$ cat config.mk
export PLATFORM = sky130hd
export DESIGN_NAME = bfiq_ctrl
export DESIGN_NICKNAME = d
export VERILOG_FILES = /design/src/rtl/core/bfiq_pkg.sv /design/src/rtl/core/bfiq_ctrl.sv
export SDC_FILE = /design/constraint.sdc
export NUM_CORES = 1
export LEC_CHECK = 0
export BUFFER_PORTS_ARGS = -buffer_cell sky130_fd_sc_hd__buf_2
export CORE_AREA = 2 2 39 41
export CTS_CLUSTER_SIZE = 25
export DETAILED_ROUTE_END_ITERATION = 6
export DIE_AREA = 0 0 41 43
export PLACE_DENSITY_LB_ADDON = 0.3
export SLEW_MARGIN = 5
export SYNTH_ARGS = -nofsm -noshare
export SYNTH_HDL_FRONTEND = slang
export SYNTH_SLANG_ARGS = --single-unit
$ cat constraint.sdc
create_clock -name clk_i -period 1.3 [get_ports clk_i]
set_input_delay 0.065 -clock clk_i [delete_from_list [all_inputs] [get_ports clk_i]]
set_output_delay 0.065 -clock clk_i [all_outputs]
set_load 0.1 [all_outputs]
$ cat src/rtl/core/bfiq_pkg.sv
`timescale 1ns / 1ps
package bfiq_pkg;

  localparam logic [31:0] MmC1      = 32'hcc9e2d51;
  localparam logic [31:0] MmC2      = 32'h1b873593;
  localparam logic [31:0] MmAdd     = 32'he6546b64;
  localparam logic [31:0] MmF1      = 32'h85ebca6b;
  localparam logic [31:0] MmF2      = 32'hc2b2ae35;
  localparam logic [31:0] FnvBasis  = 32'h811c9dc5;
  localparam logic [31:0] FnvPrime  = 32'h01000193;
  localparam int unsigned MmRotK    = 15;
  localparam int unsigned MmRotH    = 13;

  localparam int unsigned FbW       = 17;
  localparam int unsigned HcW       = 9;
  localparam logic [FbW-1:0] FbReset = 17'd65536;
  localparam logic [HcW-1:0] HcReset = 9'd7;

  // register indexes
  localparam logic RegFilterBits = 1'b0;
  localparam logic RegHashCount  = 1'b1;

  typedef enum logic [4:0] {
    OP_CLEAR,
    OP_IDLE,
    OP_ABSORB,
    OP_MIX1,
    OP_MIX2,
    OP_MIX3,
    OP_FIN0,
    OP_FT1,
    OP_FT2,
    OP_FIN2,
    OP_FIN3,
    OP_FIN4,
    OP_DIVSET,
    OP_DIV,
    OP_PROBE,
    OP_CHECK,
    OP_DONE
  } op_e;

  typedef struct packed {
    op_e  op;
    logic take;
  } dp_cmd_t;

  typedef struct packed {
    logic clr_done;
    logic byte_ok;
    logic blk_full;
    logic last;
    logic tail_nz;
    logic no_probes;
    logic div_last;
    logic last_probe;
    logic probe_end;
    logic is_query;
    logic out_free;
  } dp_sts_t;

  function automatic logic [31:0] rotl(input logic [31:0] x, input int unsigned r);
    rotl = (x << r) | (x >> (32 - r));
  endfunction

endpackage

$ cat src/rtl/core/bfiq_ctrl.sv
`timescale 1ns / 1ps
module bfiq_ctrl (
  input  logic             clk_i,
  input  logic             rst_ni,
  input  logic             in_valid_i,
  input  bfiq_pkg::dp_sts_t sts_i,
  output bfiq_pkg::dp_cmd_t cmd_o,
  output logic             in_ready_o
);
  import bfiq_pkg::*;

  op_e state_q, state_d;

  always_ff @(posedge clk_i or negedge rst_ni) begin
    if (!rst_ni) begin
      state_q <= OP_CLEAR;
    end else begin
      state_q <= state_d;
    end
  end

  always_comb begin
    state_d    = state_q;
    cmd_o.op   = state_q;
    cmd_o.take = 1'b0;
    in_ready_o = 1'b0;
    case (state_q)
      OP_CLEAR: begin
        if (sts_i.clr_done) state_d = OP_IDLE;
      end
      OP_IDLE: begin
        in_ready_o = 1'b1;
        if (in_valid_i) begin
          cmd_o.take = 1'b1;
          state_d    = OP_ABSORB;
        end
      end
      OP_ABSORB: begin
        if (sts_i.byte_ok && sts_i.blk_full) state_d = OP_MIX1;
        else if (sts_i.last)                 state_d = OP_FIN0;
        else                                 state_d = OP_IDLE;
      end
      OP_MIX1: state_d = OP_MIX2;
      OP_MIX2: state_d = OP_MIX3;
      OP_MIX3: state_d = sts_i.last ? OP_FIN0 : OP_IDLE;
      OP_FIN0: state_d = sts_i.tail_nz ? OP_FT1 : OP_FIN2;
      OP_FT1:  state_d = OP_FT2;
      OP_FT2:  state_d = OP_FIN2;
      OP_FIN2: state_d = OP_FIN3;
      OP_FIN3: state_d = OP_FIN4;
      OP_FIN4: state_d = sts_i.no_probes ? OP_DONE : OP_DIVSET;
      OP_DIVSET: state_d = OP_DIV;
      OP_DIV: begin
        if (sts_i.div_last) state_d = OP_PROBE;
      end
      OP_PROBE: begin
        if (sts_i.is_query)        state_d = OP_CHECK;
        else if (sts_i.last_probe) state_d = OP_DONE;
        else                       state_d = OP_DIVSET;
      end
      OP_CHECK: state_d = sts_i.probe_end ? OP_DONE : OP_DIVSET;
      OP_DONE: begin
        if (sts_i.out_free) state_d = OP_IDLE;
      end
      default: state_d = OP_IDLE;
    endcase
  end

endmodule

# After elaboration in Yosys (flattened, before gate mapping)
# Cells that the tools add are included.
# classes
n_eq_ne	20
mux	15
n_reduce_logical	3
# ops
cell	n
$pmux W5 S17	1
$eq A5 B4 Y1 const B	8
$mux W5	8
$eq A5 B3 Y1 const B	4
$eq A5 B2 Y1 const B	2
$ne A2 B2 Y1 const B	4
$mux W3	2
$eq A5 B1 Y1 const B	1
$eq A5 B5 Y1 const B	1
$logic_not A5 Y1	1
$mux W4	1
$reduce_and A4 Y1	1
$mux W1	3
$logic_and A1 B1 Y1	1
# word_totals
register_bits	5

# Longest topological paths before layout
# Gate-level depths: netlist of run 1.
# logic_depth
word_depth	3
mapped_depth	5
ltp_nobuf	4

# Worst setup path after synthesis of run 1
# Ideal clock, no wire load.
# synth_path
kind	flip-flop to output port
startpoint	reg state_q[3]
endpoint	out cmd_o[0] (netlist bit)
t_arrival_ps	4367
slack_ps	-3132
path_stages_with_launch	5
path_buffers	1
path_cell_list	dfrtp_1 > buf_6 > or2_4 > nor3_1 > and2_1
# synth_lines
item	line	rtl
start, declared	bfiq_ctrl.sv:12	op_e state_q, state_d;
start signal, assigned	bfiq_ctrl.sv:18	state_q <= state_d;
end, declared	bfiq_ctrl.sv:7	output bfiq_pkg::dp_cmd_t cmd_o,

==> impl_metrics.py, run 1 <==
metrics = {
    "die": {
        "ioPinCount": 21,
        "die_y_um": 43,
        "rows": 14,
        "fp.dieW_um": 41,
        "core_mm2": 0.00138,
        "dieArea_mm2": 0.00176,
        "initial_core_util": 0.381,
    },
    "finish": {
        "num_antenna_cells": 0,
        "area_growth_pct": 100,
        "top_register": "state_q",
        "largest_reg_flops": 5,
        "drive_gt1_frac": 0.622,
        "reg_top3": "state_q x5",
        "layout.cells.non_filler": 127,
        "stdcell_area_mm2": 0.00105,
        "final_nets": 126,
        "fillerInstances": 94,
    },
    "place": {
        "place_congestion": 0.810,
        "placed_cells": 114,
        "dpl.hpwl_mm": 1.17,
        "portBuffers": 20,
        "placed_area_um2": 900,
    },
    "cts": {
        "htree_levels": 1,
        "worstSkewPairLatency_ps": 250,
        "clkSlewWorstSetupHoldPaths_ps": 50,
        "cts_inserted_buffers": 3,
        "clockRootBuffer": "clkbuf_4",
        "cts_tree": "yes",
        "clock-sinks": 5,
        "clockBufferDepth": 2,
    },
    "synthesis": {
        "synth-seq-cells": 5,
        "synth_top_cells_by_area": "dfrtp_1, nand3b_1, buf_6",
        "async_reset_ff_frac": 1.00,
        "synthesis.nets": 77,
        "synth.top_cell.area_share": 0.238,
        "synth_edf_count": 0,
        "synthCells": 63,
        "ys_types": 31,
        "netlist_area_um2": 527,
        "synth_area_leader_cell": "dfrtp_1",
        "avgSynthCellArea_um2": 8.36,
        "ys_seq_area_frac": 0.238,
        "synth_common_cells": "dfrtp_1, nand3b_1",
        "yosysWarnings": 0,
        "yosys_most_used_dff": "dfrtp_1",
    },
    "critical_path": {
        "path_max_fanout": 4,
        "start_kind": "register",
        "reg2reg_slack_ps": -250,
        "critPathKind": "register to output port",
        "cp.required_ps": 1240,
        "cp_slowest_cell": "dfrtp_4",
        "end_kind": "output port",
        "r2r_cells": 4,
        "crit_arrival_ps": 1520,
        "max_stage_delay_ps": 480,
        "path_cells": "nand2b_4, buf_6, nor3_4, and2_4, buf_12",
    },
    "timing": {
        "min_period_ps": 1580,
        "slew_headroom": 0.786,
        "max_freq_mhz": 632,
        "rsz0062_at_grt": "yes",
        "whs_ps": 130,
        "worst_slack_ps": -281,
        "period_share": 1.22,
        "worst_pin_slew_ps": 319,
        "hold_violations": 0,
        "tns_ps": -1110,
        "maxSlewViolCount": 0,
        "finalSetupViolations": 8,
        "clock_skew_ps": 3.31,
    },
    "global_route": {
        "grt_max_degree": 10,
        "overflow": 0,
        "grt_pass1_vias": 667,
        "grt_pass1_wl_mm": 2.99,
        "grtUsageTotal": 0.258,
        "antenna_found_initial": 0,
    },
    "detailed_routing": {
        "ant_nets": 0,
        "routedWlPerCell_um": 14.6,
        "wl_mm": 1.85,
        "drc_errors": 0,
        "firstDrtPassIters": 4,
        "first_iter_violations": 15,
        "num_vias": 708,
        "via_per_inst": 5.57,
    },
    "outcome": {
        "status": "finished with violations",
        "violations": "negative setup slack",
    },
    "power_and_ir_drop": {
        "p_total_w": 0.00294,
        "irDropWorstVdd_v": 0.00149,
        "leakagePower_nw": 0.437,
        "power.density_mw_per_mm2": 2790,
    },
    "run": {
        "maxCapViolCount": 0,
    },
    "worst_hold_path": {
        "hold_path_class": "primary input to register",
        "holdPathStages": 3,
    },
}
[cell type report]
type | instances | area, um2 | share of cell area
tap | 16 | 20.0 | 0.0190
inverter | 4 | 15.0 | 0.0143
clock buffer | 4 | 26.3 | 0.0249
sequential | 5 | 144 | 0.137
multi-input combinational | 49 | 404 | 0.384
timing repair buffer | 49 | 444 | 0.422
[metal layers]
layer / track usage / up-vias / wire [um] / part of all wire
met2: 0.400 / 33 / 986 / 0.53
li1: - / 335 / - / -
met1: 0.320 / 336 / 740 / 0.40
met3: 0.0471 / 4 / 87 / 0.047
met5: 0 / - / 0 / 0
met4: 0.140 / 0 / 39 / 0.021
[critical path, delay by kind of cell (launching register included)]
family,cells,cell delay [ps]
buffers and inverters,2,270
flip-flops,1,480
AND/OR/NAND/NOR,3,500
[final timing paths]
kind | start | endpoint
max | state_q[1] | cmd_o[0]
min | sts_i[10] | state_q[0]
max reg2reg | state_q[3] | state_q[1]
min reg2reg | state_q[4] | state_q[1]
max in group asynchronous | rst_ni | state_q[0]
min in group asynchronous | rst_ni | state_q[1]
[power by group]
group / internal, W / switching [W]
clock: 0.000116 / 0.0000708
sequential: 0.000253 / 0.0000813
combinational: 0.00112 / 0.00130
[timing repair]
| action | in CTS | in global routing |
|---|---|---|
| resized for setup | 15 | 1 |
| buffers inserted | 8 | 0 |
| pin swaps | 9 | 2 |
| setup endpoints to repair | 7 | 8 |
| hold buffers | 1 | 0 |
| endpoints found under the hold margin | 5 | 0 |
[cell usage in the layout (no fill, tap or decap), drive strengths merged, types with 3 or more instances in the layout]
cell,count
nor3,4
a21oi,4
o21ai,3
dfrtp,5
clkbuf,4
nor4,4
nor2,3
nand3b,5
inv,4
buf,48
nand2,4
[through the flow]
stage | utilization | worst slack [ps]
5_1_grt | 0.761 | -322
4_1_cts | 0.758 | -286
6_report | 0.761 | -281
3_3_place_gp | 0.650 | -187
3_5_place_dp | 0.650 | -228
2_1_floorplan | - | -1160
[cells by family (layout without fill, tap and decap cells)]
| kind of cell | Yosys count | after routing | synth area share |
|---|---|---|---|
| compound gates | 19 | 19 | 0.297 |
| buf+inv | 9 | 57 | 0.112 |
| flops | 5 | 5 | 0.238 |
| mux | 1 | 1 | 0.0190 |
| simple gates | 29 | 29 | 0.335 |
No activity file was read; power rests on OpenSTA's default activity.
==> run 2: changes to the inputs <==
- TNS_END_PERCENT: unset -> 10
==> impl_metrics.py, run 2 (synthesized netlist as in run 1, its figures left out) <==
metrics = {
    "detailed_routing": {
        "via_per_inst": 5.42,
        "wl_mm": 1.69,
        "drc_errors": 0,
        "routedWlPerCell_um": 13.9,
        "num_vias": 661,
        "firstDrtPassIters": 4,
        "ant_nets": 0,
        "first_iter_violations": 4,
    },
    "global_route": {
        "grtUsageTotal": 0.225,
        "antenna_found_initial": 0,
        "grt_pass1_vias": 665,
        "overflow": 0,
        "grt_max_degree": 17,
        "grt_pass1_wl_mm": 2.73,
    },
    "critical_path": {
        "path_max_fanout": 3,
        "cp.required_ps": 1240,
        "path_cells": "or2_4, nor3_4, and2_4, buf_12",
        "r2r_cells": 4,
        "max_stage_delay_ps": 460,
        "r2r_end": "state_q[1]",
        "cp_slowest_cell": "dfrtp_4",
        "cp_num_buf_inv": 1,
        "end_kind": "output port",
        "reg2reg_slack_ps": -260,
        "crit_arrival_ps": 1500,
        "critPathKind": "register to output port",
        "r2r-start": "state_q[3]",
        "start_kind": "register",
        "critical-path-top-delay-family": "simple AND/OR/NAND/NOR gates",
    },
    "cts": {
        "clockRootBuffer": "clkbuf_4",
        "worstSkewPairLatency_ps": 240,
        "htree_levels": 1,
        "clockBufferDepth": 2,
        "clkSlewWorstSetupHoldPaths_ps": 40,
        "clock-sinks": 5,
        "cts_tree": "yes",
        "cts_inserted_buffers": 3,
    },
    "finish": {
        "drive_gt1_frac": 0.632,
        "largest_reg_flops": 5,
        "final_nets": 121,
        "layout.cells.non_filler": 122,
        "top_register": "state_q",
        "final_common_cell": "buf_4",
        "num_antenna_cells": 0,
        "layout_common_cells": "buf_4, buf_2, buf_12",
        "reg_top3": "state_q x5",
        "area_growth_pct": 89.5,
    },
    "timing": {
        "worst_slack_ps": -267,
        "clock_skew_ps": 10.8,
        "rsz0062_at_grt": "yes",
        "slew_headroom": 0.681,
        "period_share": 1.21,
        "hold_violations": 0,
        "finalSetupViolations": 6,
        "worst_pin_slew_ps": 482,
        "whs_ps": 105,
        "min_period_ps": 1570,
        "max_freq_mhz": 638,
        "maxSlewViolCount": 0,
    },
    "die": {
        "rows": 14,
        "dieArea_mm2": 0.00176,
        "ioPinCount": 21,
        "initial_core_util": 0.381,
        "core_mm2": 0.00138,
        "fp.dieW_um": 41,
        "die_y_um": 43,
    },
    "power_and_ir_drop": {
        "swShare": 0.515,
        "leakagePower_nw": 0.408,
        "combPwrFrac": 0.799,
        "p_clk_frac": 0.065,
        "irDropWorstVdd_v": 0.00173,
        "p_int_w": 0.00135,
        "power.density_mw_per_mm2": 2780,
        "p_switching_w": 0.00143,
        "p_seq_frac": 0.136,
    },
    "place": {
        "place_congestion": 0.883,
        "portBuffers": 20,
        "placed_cells": 115,
        "dpl.hpwl_mm": 1.22,
    },
    "run": {
        "maxCapViolCount": 0,
    },
    "worst_hold_path": {
        "holdPathEnd": "state_q[4]",
        "hold_path_class": "primary input to register",
        "holdPathStages": 3,
        "min_from": "sts_i[0]",
    },
    "outcome": {
        "status": "finished with violations",
        "violations": "negative setup slack",
    },
}
[run 2: tightest hold or removal path: cells and delay by family]
| kind | cells | cell delay [ps] |
|---|---|---|
| AO/OA/AOI/OAI | 1 | 60 |
| AND/OR/NAND/NOR | 1 | 90 |
| buffers and inverters | 1 | 90 |
[run 2: how the worst max path moves through the flow]
stage	start	endpoint	slack, ps	depth (start not counted)
after floorplan	state_q[4]	cmd_o[0]	-1160	4
after global placement	state_q[3]	state_q[0]	-150	4
after detailed placement	state_q[1]	state_q[0]	-190	6
after CTS	state_q[3]	cmd_o[0]	-270	4
after global routing	state_q[3]	state_q[0]	-350	5
final	state_q[3]	cmd_o[0]	-270	4
[run 2: what timing repair did]
action / CTS / global route
endpoints found under the hold margin: 5 / 0
setup endpoints to repair: 7 / 8
hold buffers: 1 / 0
setup buffers: 2 / 0
gates resized for setup: 9 / 9
pin swaps: 4 / 3
[run 2: power groups by stage]
stage / clock network, W / registers (W) / logic, W
CTS: 0.000182 / 0.000365 / 0.00214
global route: 0.000199 / 0.000392 / 0.00235
finish: 0.000180 / 0.000378 / 0.00222
detailed placement: 0 / 0.000365 / 0.00202
floorplan: 0 / 0.000691 / 0.000874
global placement: 0 / 0.000360 / 0.00199
[run 2: final cells by class]
| type | count | area, um2 |
|---|---|---|
| multi-input combinational | 49 | 418 |
| fill | 104 | 385 |
| timing repair buffer | 44 | 380 |
| sequential | 5 | 139 |
| clock buffer | 4 | 26.3 |
| tap | 16 | 20.0 |
| inverter | 4 | 15.0 |
[run 2: per-layer routing]
layer	vias to the layer above	global-route usage	part of all wire
li1	323	-	-
met1	312	0.240	0.38
met2	22	0.403	0.56
met3	4	0.0576	0.043
met4	0	0.0667	0.015
met5	-	0	0
[run 2: through the flow]
stage	setup WS, ps	power, W	instance area, um2	util	TNS (ps)
floorplan	-1160	0.00156	551	-	-4690
global placement	-152	0.00235	875	0.632	-604
detailed placement	-187	0.00238	875	0.632	-796
CTS	-274	0.00269	955	0.690	-1150
global route	-345	0.00294	998	0.722	-1600
finish	-267	0.00278	998	0.722	-1160
